<file path="src/rtl/assert_macros.svh">
// Assertion macros shared by the RTL. Define ASSERT_OFF to compile them out.
`ifndef ASSERT_MACROS_SVH
`define ASSERT_MACROS_SVH

`ifndef ASSERT_OFF

// Checks that a condition holds at every clock edge outside reset.
`define ASSERT_ALWAYS(lbl, clk, rst_n, cond, msg) \
    lbl: assert property (@(posedge clk) disable iff (!rst_n) (cond)) else $error(msg);

// Checks that the consequent holds in the same cycle as the antecedent.
`define ASSERT_IMPLIES(lbl, clk, rst_n, ante, cons, msg) \
    lbl: assert property (@(posedge clk) disable iff (!rst_n) (ante) |-> (cons)) else $error(msg);

// Checks that the consequent holds in the cycle after the antecedent.
`define ASSERT_NEXT(lbl, clk, rst_n, ante, cons, msg) \
    lbl: assert property (@(posedge clk) disable iff (!rst_n) (ante) |=> (cons)) else $error(msg);

`else

`define ASSERT_ALWAYS(lbl, clk, rst_n, cond, msg)
`define ASSERT_IMPLIES(lbl, clk, rst_n, ante, cons, msg)
`define ASSERT_NEXT(lbl, clk, rst_n, ante, cons, msg)

`endif

`endif

</file>
<file path="src/rtl/frg_pkg.sv">
package frg_pkg;

    localparam int DATA_WIDTH = 31;
    localparam int CNT_W      = $clog2(DATA_WIDTH);

    typedef logic [DATA_WIDTH-1:0] data_t;
    typedef logic [CNT_W-1:0]      cnt_t;

    localparam cnt_t LAST_BIT = CNT_W'(DATA_WIDTH - 1);

endpackage

</file>
<file path="src/rtl/frg_divider.sv">
module frg_divider (
    input  logic          clk,
    input  logic          rst_n,
    input  logic          start,
    input  frg_pkg::data_t dividend,
    input  frg_pkg::data_t divisor,
    output logic          done,
    output frg_pkg::data_t quotient,
    output frg_pkg::data_t remainder
);
    import frg_pkg::*;

    // Restoring division, one quotient bit per cycle. The dividend shifts
    // out of the top of quot_reg while quotient bits shift in at the bottom.
    logic                  running_reg, running_next;
    logic                  done_reg, done_next;
    cnt_t                  cnt_reg, cnt_next;
    data_t                 rem_reg, rem_next;
    data_t                 quot_reg, quot_next;
    data_t                 dvs_reg, dvs_next;
    logic [DATA_WIDTH:0]   rem_shift;
    logic [DATA_WIDTH:0]   rem_diff;

    always_comb
    begin
        rem_shift    = {rem_reg, quot_reg[DATA_WIDTH-1]};
        rem_diff     = rem_shift - {1'b0, dvs_reg};
        running_next = running_reg;
        done_next    = 1'b0;
        cnt_next     = cnt_reg;
        rem_next     = rem_reg;
        quot_next    = quot_reg;
        dvs_next     = dvs_reg;
        if (start)
        begin
            running_next = 1'b1;
            cnt_next     = '0;
            rem_next     = '0;
            quot_next    = dividend;
            dvs_next     = divisor;
        end
        else if (running_reg)
        begin
            if (!rem_diff[DATA_WIDTH])
            begin
                rem_next  = rem_diff[DATA_WIDTH-1:0];
                quot_next = {quot_reg[DATA_WIDTH-2:0], 1'b1};
            end
            else
            begin
                rem_next  = rem_shift[DATA_WIDTH-1:0];
                quot_next = {quot_reg[DATA_WIDTH-2:0], 1'b0};
            end
            cnt_next = cnt_reg + cnt_t'(1);
            if (cnt_reg == LAST_BIT)
            begin
                running_next = 1'b0;
                done_next    = 1'b1;
            end
        end
    end

    always_ff @(posedge clk or negedge rst_n)
    begin
        if (!rst_n)
        begin
            running_reg <= 1'b0;
            done_reg    <= 1'b0;
            cnt_reg     <= '0;
        end
        else
        begin
            running_reg <= running_next;
            done_reg    <= done_next;
            cnt_reg     <= cnt_next;
        end
    end

    always_ff @(posedge clk)
    begin
        rem_reg  <= rem_next;
        quot_reg <= quot_next;
        dvs_reg  <= dvs_next;
    end

    assign done      = done_reg;
    assign quotient  = quot_reg;
    assign remainder = rem_reg;

endmodule

</file>
<file path="src/rtl/fraction_reduce_gcd.sv">
// Channel   Handshake       Words
// input     start / busy    numer_in, denom_in
// result    done (strobe)   numer_out, denom_out, common_divisor, div_error
//
// One word is handled at a time; busy stays high from acceptance until the
// result strobe. Every remainder step and both final divisions run on one
// shared bit-serial divider, so a word takes (steps + 2) divisions.
// A zero denominator is answered straight from CHECK, with no division.
// Reset clears the sequencer and the strobe; the receiver cannot stall.
module fraction_reduce_gcd (
    input  logic           clk,
    input  logic           rst_n,
    input  logic           start,
    output logic           busy,
    input  frg_pkg::data_t numer_in,
    input  frg_pkg::data_t denom_in,
    output logic           done,
    output frg_pkg::data_t numer_out,
    output frg_pkg::data_t denom_out,
    output frg_pkg::data_t common_divisor,
    output logic           div_error
);
    import frg_pkg::*;

`include "assert_macros.svh"

    // Sequencer states. CHECK decides the next Euclid step; MOD, DIVN and DIVD
    // wait for the shared divider to finish.
    localparam logic [2:0] ST_IDLE  = 3'd0;
    localparam logic [2:0] ST_CHECK = 3'd1;
    localparam logic [2:0] ST_MOD   = 3'd2;
    localparam logic [2:0] ST_DIVN  = 3'd3;
    localparam logic [2:0] ST_DIVD  = 3'd4;

    logic [2:0] state_reg, state_next;

    // Euclid operands a and b, the original fraction, and the quotient of the
    // numerator once it is known.
    data_t a_reg, a_next;
    data_t b_reg, b_next;
    data_t n_reg, n_next;
    data_t d_reg, d_next;
    data_t qn_reg, qn_next;

    logic  done_reg, done_next;
    data_t numer_out_reg, numer_out_next;
    data_t denom_out_reg, denom_out_next;
    data_t gcd_out_reg, gcd_out_next;
    logic  err_reg, err_next;

    logic  div_start;
    data_t div_dividend;
    data_t div_divisor;
    logic  div_done;
    data_t div_quot;
    data_t div_rem;

    frg_divider u_div (
        .clk       (clk),
        .rst_n     (rst_n),
        .start     (div_start),
        .dividend  (div_dividend),
        .divisor   (div_divisor),
        .done      (div_done),
        .quotient  (div_quot),
        .remainder (div_rem)
    );

    always_comb
    begin
        state_next     = state_reg;
        a_next         = a_reg;
        b_next         = b_reg;
        n_next         = n_reg;
        d_next         = d_reg;
        qn_next        = qn_reg;
        done_next      = 1'b0;
        numer_out_next = numer_out_reg;
        denom_out_next = denom_out_reg;
        gcd_out_next   = gcd_out_reg;
        err_next       = err_reg;
        div_start      = 1'b0;
        div_dividend   = a_reg;
        div_divisor    = b_reg;

        unique case (state_reg)
            ST_IDLE:
            begin
                if (start)
                begin
                    a_next     = numer_in;
                    b_next     = denom_in;
                    n_next     = numer_in;
                    d_next     = denom_in;
                    state_next = ST_CHECK;
                end
            end
            ST_CHECK:
            begin
                if (b_reg == '0)
                begin
                    // Zero denominator: pass the fraction through and flag it.
                    done_next      = 1'b1;
                    numer_out_next = n_reg;
                    denom_out_next = '0;
                    gcd_out_next   = '0;
                    err_next       = 1'b1;
                    state_next     = ST_IDLE;
                end
                else if (a_reg == '0)
                begin
                    // b holds the divisor; reduce the numerator first.
                    div_start    = 1'b1;
                    div_dividend = n_reg;
                    div_divisor  = b_reg;
                    state_next   = ST_DIVN;
                end
                else
                begin
                    // Swap when a is the smaller operand, then take a mod b.
                    div_start = 1'b1;
                    if (a_reg < b_reg)
                    begin
                        a_next       = b_reg;
                        b_next       = a_reg;
                        div_dividend = b_reg;
                        div_divisor  = a_reg;
                    end
                    state_next = ST_MOD;
                end
            end
            ST_MOD:
            begin
                if (div_done)
                begin
                    a_next     = div_rem;
                    state_next = ST_CHECK;
                end
            end
            ST_DIVN:
            begin
                if (div_done)
                begin
                    qn_next      = div_quot;
                    div_start    = 1'b1;
                    div_dividend = d_reg;
                    div_divisor  = b_reg;
                    state_next   = ST_DIVD;
                end
            end
            ST_DIVD:
            begin
                if (div_done)
                begin
                    done_next      = 1'b1;
                    numer_out_next = qn_reg;
                    denom_out_next = div_quot;
                    gcd_out_next   = b_reg;
                    err_next       = 1'b0;
                    state_next     = ST_IDLE;
                end
            end
            default:
            begin
                state_next = ST_IDLE;
            end
        endcase
    end

    always_ff @(posedge clk or negedge rst_n)
    begin
        if (!rst_n)
        begin
            state_reg <= ST_IDLE;
            done_reg  <= 1'b0;
        end
        else
        begin
            state_reg <= state_next;
            done_reg  <= done_next;
        end
    end

    always_ff @(posedge clk)
    begin
        a_reg         <= a_next;
        b_reg         <= b_next;
        n_reg         <= n_next;
        d_reg         <= d_next;
        qn_reg        <= qn_next;
        numer_out_reg <= numer_out_next;
        denom_out_reg <= denom_out_next;
        gcd_out_reg   <= gcd_out_next;
        err_reg       <= err_next;
    end

    assign busy           = (state_reg != ST_IDLE);
    assign done           = done_reg;
    assign numer_out      = numer_out_reg;
    assign denom_out      = denom_out_reg;
    assign common_divisor = gcd_out_reg;
    assign div_error      = err_reg;

    // The result strobe comes only once the sequencer is back at rest.
    `ASSERT_IMPLIES(a_done_idle, clk, rst_n, done, !busy, "result strobe while busy")
    // An accepted word always makes the block busy in the next cycle.
    `ASSERT_NEXT(a_accept_busy, clk, rst_n, start && !busy, busy, "accepted word not taken")
    // A good result carries a nonzero divisor, an error result a zero one.
    `ASSERT_IMPLIES(a_gcd_nonzero, clk, rst_n, done && !div_error,
        common_divisor != '0, "zero divisor on a good result")
    `ASSERT_IMPLIES(a_err_gcd_zero, clk, rst_n, done && div_error,
        common_divisor == '0 && denom_out == '0, "error result with nonzero fields")

endmodule
</file>
<file path="config.mk">
export PLATFORM = sky130hd
export DESIGN_NAME = fraction_reduce_gcd
export DESIGN_NICKNAME = d
export VERILOG_FILES = /design/src/rtl/frg_pkg.sv /design/src/rtl/frg_divider.sv /design/src/rtl/fraction_reduce_gcd.sv
export VERILOG_INCLUDE_DIRS = /design/src /design/src/rtl
export SDC_FILE = /design/constraint.sdc
export NUM_CORES = 1
export LEC_CHECK = 0
export BUFFER_PORTS_ARGS = -buffer_cell sky130_fd_sc_hd__buf_2
export CORE_MARGIN = 2
export CORE_UTILIZATION = 49
export DETAILED_ROUTE_END_ITERATION = 6
export MAX_ROUTING_LAYER = met4
export PLACE_DENSITY = 0.66
export RECOVER_POWER = 25
export SYNTH_ARGS = -nofsm -noshare
export SYNTH_HDL_FRONTEND = slang
export SYNTH_HIERARCHICAL = 1
export SYNTH_SLANG_ARGS = --single-unit
</file>
<file path="constraint.sdc">
create_clock -name clk -period 14.48 [get_ports clk]
set_clock_uncertainty 0.05 [all_clocks]
set_input_delay 0 -clock clk [delete_from_list [all_inputs] [get_ports clk]]
set_output_delay 0 -clock clk [all_outputs]
set_load 0.05 [all_outputs]
</file>
==> results of run 1 <==
==> worst max-delay path: cells and delay by family, from the launching register on <==
family / cells / cell delay, ns
DFF: 1 / 1.05
AOI/OAI and AO/OA: 3 / 0.37
buffers and inverters: 4 / 1.64
and+or+nand+nor: 4 / 1.05
==> worst min-delay path by stage <==
stage | endpoint | slack (ns) | cells past startpoint
floorplan | done$_DFF_PN0_ | -0.35 | 0
global placement | u_div/cnt_reg[1]$_DFFE_PN0P_ | -0.14 | 1
detailed placement | u_div/cnt_reg[1]$_DFFE_PN0P_ | -0.14 | 1
CTS | n_reg[23]$_DFFE_PP_ | 0.11 | 2
global route | d_reg[4]$_DFFE_PP_ | 0.15 | 2
finish | d_reg[4]$_DFFE_PP_ | 0.17 | 2
==> cell usage after synthesis (all sizes together), types with 3 or more instances <==
cell type	instances
mux2	31
xor2	11
a211oi	7
nor2b	4
a311oi	25
ha	63
nor3	8
xnor2	20
inv	76
a21o	14
nand4	53
o311ai	3
a22oi	32
a22o	33
nor2	103
o311a	5
o31ai	33
nor4	17
dfxtp	31
a31oi	4
a222oi	31
a221oi	4
o211ai	66
edfxtp	311
nand3	28
nand2	230
o21ai	52
dfrtp	11
o21a	6
a21oi	47
clkbuf	80
o221ai	31
or3	3
o21bai	8
or4	3
or2	3
and2	33
nand2b	7
buf	44
and3	39
==> cells by family after synthesis <==
kind of cell | after synthesis | synth area share, %
xor+xnor | 31 | 1.47
compound gates | 412 | 18.4
mux | 32 | 1.94
flops | 353 | 55.2
buf+inv | 201 | 4.86
fa+ha+maj | 64 | 4.36
simple gates | 538 | 13.8
==> through the flow <==
stage | total power [mW] | std cells | setup slack (ns)
2_1_floorplan | 2.63 | 1631 | 9.89
3_3_place_gp | 3.00 | 2205 | 10.35
3_5_place_dp | 3.03 | 2205 | 10.24
4_1_cts | 4.12 | 2339 | 10.22
5_1_grt | 4.34 | 2342 | 9.94
6_report | 4.13 | 2344 | 10.16
==> power by group through the flow <==
stage          Combinational, mW  Sequential [mW]  Clock (mW)
2_1_floorplan               1.17             1.46           0
3_3_place_gp                1.45             1.56           0
3_5_place_dp                1.47             1.56           0
4_1_cts                     1.49             1.54        1.09
5_1_grt                     1.65             1.57        1.12
6_report                    1.51             1.55        1.07
==> layer usage <==
metal  share of wire (%)  global-route usage (%)  vias to the layer above
met5                   0                       -                        -
met4                 3.2                    9.95                        0
met3                 9.6                    6.19                      125
met2                  43                    42.6                      780
met1                  44                    42.6                     7176
li1                    -                       -                     6607
==> final cells by class <==
cell class / instances / area share, %
tap: 511 / 2.97
timing repair buffer: 252 / 6.80
clock buffer: 44 / 4.62
antenna: 5 / 0.0581
sequential: 353 / 47.5
multi-input combinational: 1077 / 34.9
clock inverter: 25 / 1.74
inverter: 77 / 1.34
==> flow_metrics.tcl, run 1 <==
set metrics [dict create \
    run_status "complete, but fails checks" \
    violated_checks "design-rule violations" \
    detail_route.wl_per_cell_um 24.3 \
    worst-slew-pin-transition_ns 1.25 \
    mappedNetlistNets 1760 \
    layout_common_cells "sky130_fd_sc_hd__edfxtp_1 (311), sky130_fd_sc_hd__nand2_1 (230), sky130_fd_sc_hd__clkbuf_1 (156), sky130_fd_sc_hd__nor2_1 (97), sky130_fd_sc_hd__inv_1 (74)" \
    clk_path_buf_depth 3 \
    dr.first_iter.drc_count 1786 \
    ys_types 77 \
    sw_ratio_pct 36.4 \
    grt_start_max_net_pins 95 \
    synth.yosys.seq_area_share_pct 55.2 \
    die_height_um 198 \
    multiInputGateArea_um2 7520 \
    number_of_storage_elements_in_the_synthesis_netlist 353 \
    critical_path.startpoint_type "flop" \
    postCtsResizedCells 0 \
    grt_setup_unrepaired "no" \
    final_cell_area_um2 21500 \
    power.share.combinational_pct 36.5 \
    setup_viol_count_final 0 \
    worstPathArrival_ns 4.75 \
    timing.max_slew.rel_slack_pct 16.5 \
    placedInstanceArea_um2 19700 \
    report.final.hold_viol_count 0 \
    final-seq-area_um2 10200 \
    cp_cell_instances "nand2b_1, buf_4, or2_1, buf_4, o22ai_4, buf_4, buf_4, nand2b_1, or4_1, o311a_1, o211ai_1" \
    worstPathRequired_ns 14.91 \
    layout.nets 1928 \
    synthesis.area_um2 18500 \
    rr_worst_depth 11 \
    synth.top_cell.area_share_pct 50.4 \
    intPower_mw 2.63 \
    synthArstFlopShare_pct 3.12 \
    power.density_cell_area_nw_per_um2 192 \
    max_cap_violations 0 \
    dr.pass1.iters 7 \
    end_kind "flop" \
    post_synth_edffs 311 \
    layout.cells.most_common "sky130_fd_sc_hd__edfxtp_1" \
    power.static_leakage_nw 7.78 \
    first_global_vias 13900 \
    reg2reg_to "u_div/remainder[30]$_SDFFE_PP0P_" \
    startpoint "state_reg[2]$_DFFE_PN0P_" \
    max-vdd-ir-drop_v 0.000114 \
    synth.avg_cell_area_um2 11.4 \
    cts_post_setup_buffers_inserted 0 \
    timing.rr.start "state_reg[2]$_DFFE_PN0P_" \
    p_seq_share_pct 37.5 \
    synthToLayoutAreaGrowth_pct 16.2 \
    io_pins 161 \
    timing.final.max_slew_violations 0 \
    clkLatencyLatePin_ns 0.56 \
    grt_overflow 0 \
    critPathMaxStageDelay_ns 1.05 \
    min-delay-start "denom_in[4]" \
    cts_buffers 38 \
    postLayoutCoreUtil_pct 57.4 \
    clk_pin_slew_worst_paths_ns 0.06 \
    fmaxAchievable_mhz 232 \
    grt_first_pass_wirelength_um 86000 \
    synth_ff_type "sky130_fd_sc_hd__edfxtp_1" \
    synth.area.top_cells "sky130_fd_sc_hd__edfxtp_1 (50%), sky130_fd_sc_hd__nand2_1 (4.7%), sky130_fd_sc_hd__ha_1 (4.3%)" \
    hp-class "primary input to flop" \
    detailroute.via_count 14700 \
    holdWs_ns 0.166 \
    tritoncts "built" \
    core.rowCount 71 \
    cts_hold_repair.buffers 65 \
    min_period_ns 4.32 \
    portion_of_the_clock_cycle_consumed_by_the_worst_path_in_the_final_layout_pct 29.8 \
    filler_cell_count 3299 \
    ys_warn_count 6 \
    detail_route.drc_violations 2 \
    maximum_net_fanout_on_the_critical_path 66 \
    clk_root_buffer_cell "sky130_fd_sc_hd__clkbuf_16" \
    antenna_violations_before_repair 4 \
    avgViaCountPerCell 6.27 \
    ctsHtreeMaxLevel 2 \
    port_buffers 160 \
    syn_inst 1631 \
    cpMaxStageDelayCell "sky130_fd_sc_hd__dfrtp_1" \
    grt_use_total_pct 29.9 \
    setup.worst_path.class "flop to flop" \
    synth_largest_area_cell "sky130_fd_sc_hd__edfxtp_1" \
    drive_gt1_share_pct 11.7 \
    initial_core_utilization_pct 49.4 \
    gp_congestion 0.926 \
    wirelength_um 56900 \
    die-area_um2 39400 \
    reg2reg_setup_slack_ns 10.16 \
    timing.critical_path.to "u_div/remainder[30]$_SDFFE_PP0P_" \
    critical-path-top-cell-by-count "sky130_fd_sc_hd__buf_4" \
    power.share.clock_pct 25.9 \
    die_width_um 198 \
    p_sw_mw 1.50 \
    ant_nets 0 \
    clock_sink_count 353 \
    timing.setup.tns_ns 0 \
    design.core.area_um2 37500 \
    dp_hpwl_um 38800 \
]
Power figures use the tool's default switching activity.
==> run 2, diff against run 1 <==
- ABC_AREA: unset -> 1
- PLACE_DENSITY: 0.66 -> 0.68
- clock period: 14.48 -> 3.7 ns (I/O delays scaled with it)
==> run 2 against run 1 <==
The run still ends with design-rule violations left. Worst hold slack lost 0.030 ns. Setup slack got worse by 9.7 ns. Clock-buffer cell count unchanged. Critical path type unchanged. Largest cell class unchanged. Maximum frequency rose by 34%.
==> flow_metrics.tcl, run 2 <==
set metrics [dict create \
    wirelength_um 59100 \
    report.final.hold_viol_count 0 \
    cts_post_setup_buffers_inserted 0 \
    synthToLayoutAreaGrowth_pct 14.9 \
    antenna_violations_before_repair 2 \
    grt_use_total_pct 29.1 \
    detail_route.drc_violations 10 \
    io_pins 161 \
    grt_first_pass_wirelength_um 90400 \
    dr.first_iter.drc_count 1767 \
    synthArstFlopShare_pct 3.12 \
    max-vdd-ir-drop_v 0.000259 \
    grt_overflow 0 \
    clk_path_buf_depth 3 \
    port_buffers 160 \
    synth_ff_type "sky130_fd_sc_hd__edfxtp_1" \
    worstPathArrival_ns 3.50 \
    violated_checks "design-rule violations" \
    dr.pass1.iters 7 \
    clkLatencyLatePin_ns 0.55 \
    die-area_um2 41600 \
    grt_setup_unrepaired "no" \
    dpl.cell_count 2953 \
    portion_of_the_clock_cycle_consumed_by_the_worst_path_in_the_final_layout_pct 87.4 \
    synth_largest_area_cell "sky130_fd_sc_hd__edfxtp_1" \
    syn_inst 2341 \
    ys_types 36 \
    finalNonFillerCells 3086 \
    netlist_top_cells_count "sky130_fd_sc_hd__nand2_1 (707), sky130_fd_sc_hd__edfxtp_1 (311), sky130_fd_sc_hd__inv_1 (306)" \
    ant_nets 0 \
    die_width_um 204 \
    fmaxAchievable_mhz 309 \
    layout.nets 2661 \
    maximum_net_fanout_on_the_critical_path 31 \
    synth.avg_cell_area_um2 8.36 \
    worstPathRequired_ns 3.97 \
    dp_hpwl_um 42700 \
    worst-slew-pin-transition_ns 1.20 \
    gp_congestion 0.956 \
    setup.worst_path.class "flop to flop" \
    layout.cells.most_common "sky130_fd_sc_hd__nand2_1" \
    core.rowCount 73 \
    cp_cell_instances "inv_1, ha_1, nand2_1, inv_1, a21oi_1, nand2_1, nand2_1, nand2_1, nand2_2, buf_4, nand3_2, nand2_1, nand3_1, o21ai_0" \
    cts_hold_repair.buffers 65 \
    critical-path-top-cell-by-count "sky130_fd_sc_hd__nand2_1" \
    synthMostInstantiatedCell "sky130_fd_sc_hd__nand2_1" \
    initial_core_utilization_pct 49.5 \
    die_height_um 204 \
    critPathTopFamily "simple AND/OR/NAND/NOR gates" \
    drive_gt1_share_pct 6.76 \
    postCtsResizedCells 0 \
    clk_root_buffer_cell "sky130_fd_sc_hd__clkbuf_16" \
    critPathBufInv 3 \
    synth.top_cell.area_share_pct 47.7 \
    critical_path.startpoint_type "flop" \
    tritoncts "built" \
    ys_warn_count 6 \
    power.static_leakage_nw 9.73 \
    clk_pin_slew_worst_paths_ns 0.07 \
    end_kind "flop" \
    detail_route.wl_per_cell_um 19.2 \
    filler_cell_count 3698 \
    run_status "complete, but fails checks" \
    grt_start_max_net_pins 95 \
    cpMaxStageDelayCell "sky130_fd_sc_hd__nand3_2" \
    mappedNetlistNets 2470 \
    synth.area.top_cells "sky130_fd_sc_hd__edfxtp_1 (48%), sky130_fd_sc_hd__nand2_1 (14%), sky130_fd_sc_hd__nand3_1 (6.7%)" \
    post_synth_edffs 311 \
    max_cap_violations 0 \
    synth.yosys.seq_area_share_pct 52.3 \
    clock_sink_count 353 \
    detailroute.via_count 16700 \
    critPathMaxStageDelay_ns 0.62 \
    setup_viol_count_final 0 \
    synthesis.area_um2 19600 \
    layout_common_cells "sky130_fd_sc_hd__nand2_1 (706), sky130_fd_sc_hd__edfxtp_1 (311), sky130_fd_sc_hd__inv_1 (306), sky130_fd_sc_hd__nand3_1 (261), sky130_fd_sc_hd__nor2_1 (205)" \
    timing.setup.tns_ns 0 \
    first_global_vias 15500 \
    min_period_ns 3.24 \
    design.core.area_um2 39500 \
    cts_buffers 37 \
    number_of_storage_elements_in_the_synthesis_netlist 353 \
    power.density_cell_area_nw_per_um2 364 \
    hp-class "primary input to flop" \
    timing.max_slew.rel_slack_pct 19.8 \
    avgViaCountPerCell 5.40 \
    final_cell_area_um2 22500 \
    timing.final.max_slew_violations 0 \
    ctsHtreeMaxLevel 2 \
    placedInstanceArea_um2 20800 \
]
run 2: path summary, 6_finish.rpt:
path | from | to | slack, ns | depth (start not counted)
setup / recovery | b_reg[6]$_DFFE_PP_ | u_div/dvs_reg[5]$_DFFE_PP_ | 0.46 | 14
hold / removal | denom_in[2] | d_reg[2]$_DFFE_PP_ | 0.14 | 2
setup reg to reg | b_reg[6]$_DFFE_PP_ | u_div/dvs_reg[5]$_DFFE_PP_ | 0.46 | 14
hold reg to reg | u_div/quotient[18]$_DFFE_PP_ | qn_reg[18]$_DFFE_PP_ | 0.42 | 0
max in group asynchronous | rst_n | u_div/running_reg$_DFF_PN0_ | 2.79 | 3
min in group asynchronous | rst_n | done$_DFF_PN0_ | 0.46 | 3
run 2: cells by family after synthesis:
family / after synthesis / synth area share [%]
AND/OR/NAND/NOR: 1296 / 28.3
buffers and inverters: 413 / 8.51
flip-flops: 353 / 52.3
AO/OA/AOI/OAI: 170 / 4.43
adder cells (fa/ha/maj): 64 / 4.13
multiplexers: 31 / 1.78
XOR/XNOR: 14 / 0.626
run 2: area by class of cell:
| type | instances | area (um2) | share of cell area, % |
|---|---|---|---|
| sequential | 353 | 10200 | 45.5 |
| multi-input combinational | 1575 | 7730 | 34.4 |
| timing repair buffer | 251 | 1490 | 6.60 |
| inverter | 314 | 1180 | 5.24 |
| clock buffer | 44 | 1000 | 4.46 |
| tap | 525 | 657 | 2.92 |
| clock inverter | 23 | 201 | 0.896 |
| antenna | 1 | 2.50 | 0.0111 |
run 2: metal layers:
| metal | share of wire (%) | track usage [%] | up-vias |
|---|---|---|---|
| li1 | - | - | 8080 |
| met3 | 8.3 | 4.69 | 99 |
| met1 | 47 | 43.3 | 7724 |
| met5 | 0 | - | - |
| met2 | 42 | 41.2 | 766 |
| met4 | 2.7 | 8.19 | 0 |
run 2: through the flow:
stage / setup WS, ns / utilization, % / power (mW) / hold WS (ns)
floorplan: 0.220 / - / 4.41 / -0.346
finish: 0.465 / 56.9 / 8.18 / 0.136
CTS: 0.471 / 57.3 / 8.22 / 0.119
global route: 0.124 / 56.9 / 8.37 / 0.144
global placement: 0.567 / 52.6 / 4.48 / -0.161
detailed placement: 0.531 / 52.6 / 4.48 / -0.165
run 2: where the power goes:
part,internal (mW),switching [mW]
Combinational,0.0773,0.0772
Clock,2.11,1.63
Sequential,4.29,0
run 2: worst reg2reg max path, delay by kind of cell (launching register included):
kind	cells	cell delay [ns]
simple gates	8	1.44
fa+ha+maj	1	0.27
buf+inv	3	0.51
flops	1	0.39
compound gates	2	0.34
==> run 3, diff against run 2 <==
==> constraint.sdc (replaced) <==
create_clock -name clk -period 3.7 [get_ports clk]
set_clock_uncertainty 0.05 [all_clocks]
set_input_delay 0.37 -clock clk [delete_from_list [all_inputs] [get_ports clk]]
set_output_delay 0.37 -clock clk [all_outputs]
set_load 0.05 [all_outputs]
==> run 3 against run 2 <==
The run ends with max-capacitance violations, max-slew violations left. First-iteration DRC count shrank 5.4%. Combinational power decreased by 15%. Critical endpoint is now common_divisor[10]$_SDFFCE_PN0P_. Via count down 0.29%. Largest power group unchanged. Die area is the same. Sequential power about the same.
==> flow_metrics.tcl, run 3 (synthesized netlist as in run 2, its figures left out) <==
set metrics [dict create \
    critical_path.startpoint_type "flop" \
    cpMaxStageDelayCell "sky130_fd_sc_hd__nand3_1" \
    timing.setup.tns_ns 0 \
    hold_depth 1 \
    fin_ws_ns 0.385 \
    die-area_um2 41600 \
    dr.first_iter.drc_count 1672 \
    worstPathRequired_ns 3.83 \
    critPathBufInv 2 \
    timing.final.max_slew_violations 33 \
    layout.cells.most_common "sky130_fd_sc_hd__nand2_1" \
    cp_cell_instances "inv_1, nand3_1, o21ai_4, buf_12" \
    min-delay-start "numer_in[21]" \
    grt_use_total_pct 29.0 \
    worstPathArrival_ns 3.44 \
    pre_cts_slack_ns 0.531 \
    hp-class "primary input to flop" \
    setup_viol_count_final 0 \
    grt_setup_unrepaired "no" \
    holdWs_ns 0.0866 \
    worst_hold_path.endpoint "n_reg[21]$_DFFE_PP_" \
    max_cap_violations 1 \
    detailroute.via_count 16600 \
    port_buffers 160 \
    antenna_violations_before_repair 2 \
    dr.pass1.iters 6 \
    drive_gt1_share_pct 6.91 \
    cts_buffers 37 \
    tritoncts "built" \
    synthToLayoutAreaGrowth_pct 13.5 \
    dp_hpwl_um 42700 \
    report.final.hold_viol_count 0 \
    timing.max_slew.rel_slack_pct -11.9 \
    power.density_cell_area_nw_per_um2 367 \
    clk_path_buf_depth 3 \
    clock_sink_count 353 \
    run_status "complete, but fails checks" \
    power.static_leakage_nw 9.63 \
    end_kind "flop" \
    reg2reg_setup_slack_ns 0.39 \
    critPathTopFamily "simple AND/OR/NAND/NOR gates" \
    min_period_ns 3.31 \
    grt_overflow 0 \
    critPathMaxStageDelay_ns 1.15 \
    layout.nets 2635 \
    wirelength_um 58800 \
    die_width_um 204 \
    die_height_um 204 \
    first_global_vias 15300 \
    grt_first_pass_wirelength_um 89800 \
    initial_core_utilization_pct 49.5 \
    core.rowCount 73 \
    fmaxAchievable_mhz 302 \
    detail_route.drc_violations 0 \
    io_pins 161 \
    postLayoutCoreUtil_pct 56.2 \
    clkLatencyLatePin_ns 0.54 \
    overall_power_of_the_completed_layout_mw 8.15 \
    dpl.cell_count 2953 \
    reg2reg_to "common_divisor[10]$_SDFFCE_PN0P_" \
    clk_root_buffer_cell "sky130_fd_sc_hd__clkbuf_16" \
    portion_of_the_clock_cycle_consumed_by_the_worst_path_in_the_final_layout_pct 89.6 \
    filler_cell_count 3737 \
    rr_worst_depth 4 \
    worst-slew-pin-transition_ns 1.67 \
    maximum_net_fanout_on_the_critical_path 94 \
    grt_start_max_net_pins 95 \
    detail_route.wl_per_cell_um 19.2 \
    timing.rr.start "state_reg[1]$_DFFE_PN0P_" \
    violated_checks "max-capacitance violations, max-slew violations" \
    setup.worst_path.class "flop to flop" \
    ctsHtreeMaxLevel 2 \
    design.core.area_um2 39500 \
    clk_pin_slew_worst_paths_ns 0.07 \
    avgViaCountPerCell 5.43 \
    gp_congestion 0.956 \
    ant_nets 0 \
    final_cell_area_um2 22200 \
    max-vdd-ir-drop_v 0.000257 \
    layout_common_cells "sky130_fd_sc_hd__nand2_1 (706), sky130_fd_sc_hd__edfxtp_1 (311), sky130_fd_sc_hd__inv_1 (306), sky130_fd_sc_hd__nand3_1 (262), sky130_fd_sc_hd__nor2_1 (205)" \
    placedInstanceArea_um2 20800 \
    finalNonFillerCells 3060 \
]
==> run 3: cell types whose count changed in the layout (fill, tap and decap cells not counted) <==
cell                            before  now
sky130_fd_sc_hd__dlygate4sd3_1      65   39
sky130_fd_sc_hd__buf_2              11   13
sky130_fd_sc_hd__nand3_4             1    0
sky130_fd_sc_hd__nand3_1           261  262
sky130_fd_sc_hd__clkbuf_2            0    1
sky130_fd_sc_hd__clkbuf_1          152  149
==> run 3: repair_timing <==
action,4_1_cts,5_1_grt
buffers inserted,0,0
endpoints found under the hold margin,49,0
gates resized for setup,0,0
hold buffers,39,0
==> run 3: area by class of cell <==
cell class	instances	area, um2	share of cell area, %
multi-input cells	1575	7720	34.7
clock buffers	44	1000	4.52
clock inverters	23	201	0.906
flip-flops and latches	353	10200	46.1
inverters	314	1180	5.30
well taps	525	657	2.96
diodes	1	2.50	0.0113
repair buffers	225	1230	5.53
==> run 3: power by group <==
group          internal (mW)  switching (mW)  leakage [nW]
clock                   2.11            1.62         0.585
combinational         0.0593          0.0730          5.77
sequential              4.29               0          3.27
total                   6.46            1.69          9.63
==> run 3: worst max-delay path by stage <==
stage | startpoint | to | slack, ns | cells after the start
after floorplan | state_reg[2]$_DFFE_PN0P_ | u_div/quotient[0]$_DFFE_PP_ | 0.22 | 9
after global placement | b_reg[6]$_DFFE_PP_ | u_div/dvs_reg[25]$_DFFE_PP_ | 0.57 | 14
after detailed placement | b_reg[5]$_DFFE_PP_ | u_div/dvs_reg[25]$_DFFE_PP_ | 0.53 | 14
after CTS | b_reg[5]$_DFFE_PP_ | u_div/dvs_reg[28]$_DFFE_PP_ | 0.47 | 14
after global routing | b_reg[2]$_DFFE_PP_ | u_div/dvs_reg[25]$_DFFE_PP_ | 0.12 | 14
final | state_reg[1]$_DFFE_PN0P_ | common_divisor[10]$_SDFFCE_PN0P_ | 0.39 | 4
==> run 3: worst register-to-register path, stage by stage (launching register included) <==
cell and delay [ns]:
sky130_fd_sc_hd__dfrtp_1 0.44, sky130_fd_sc_hd__inv_1 0.16, sky130_fd_sc_hd__nand3_1 1.15, sky130_fd_sc_hd__o21ai_4 0.60
sky130_fd_sc_hd__buf_12 0.44
==> run 3: layer usage <==
layer,track usage [%],part of all wire (%)
met1,43.3,47
met2,41.0,42
met3,4.48,8.7
met4,7.72,2.8
met5,-,0
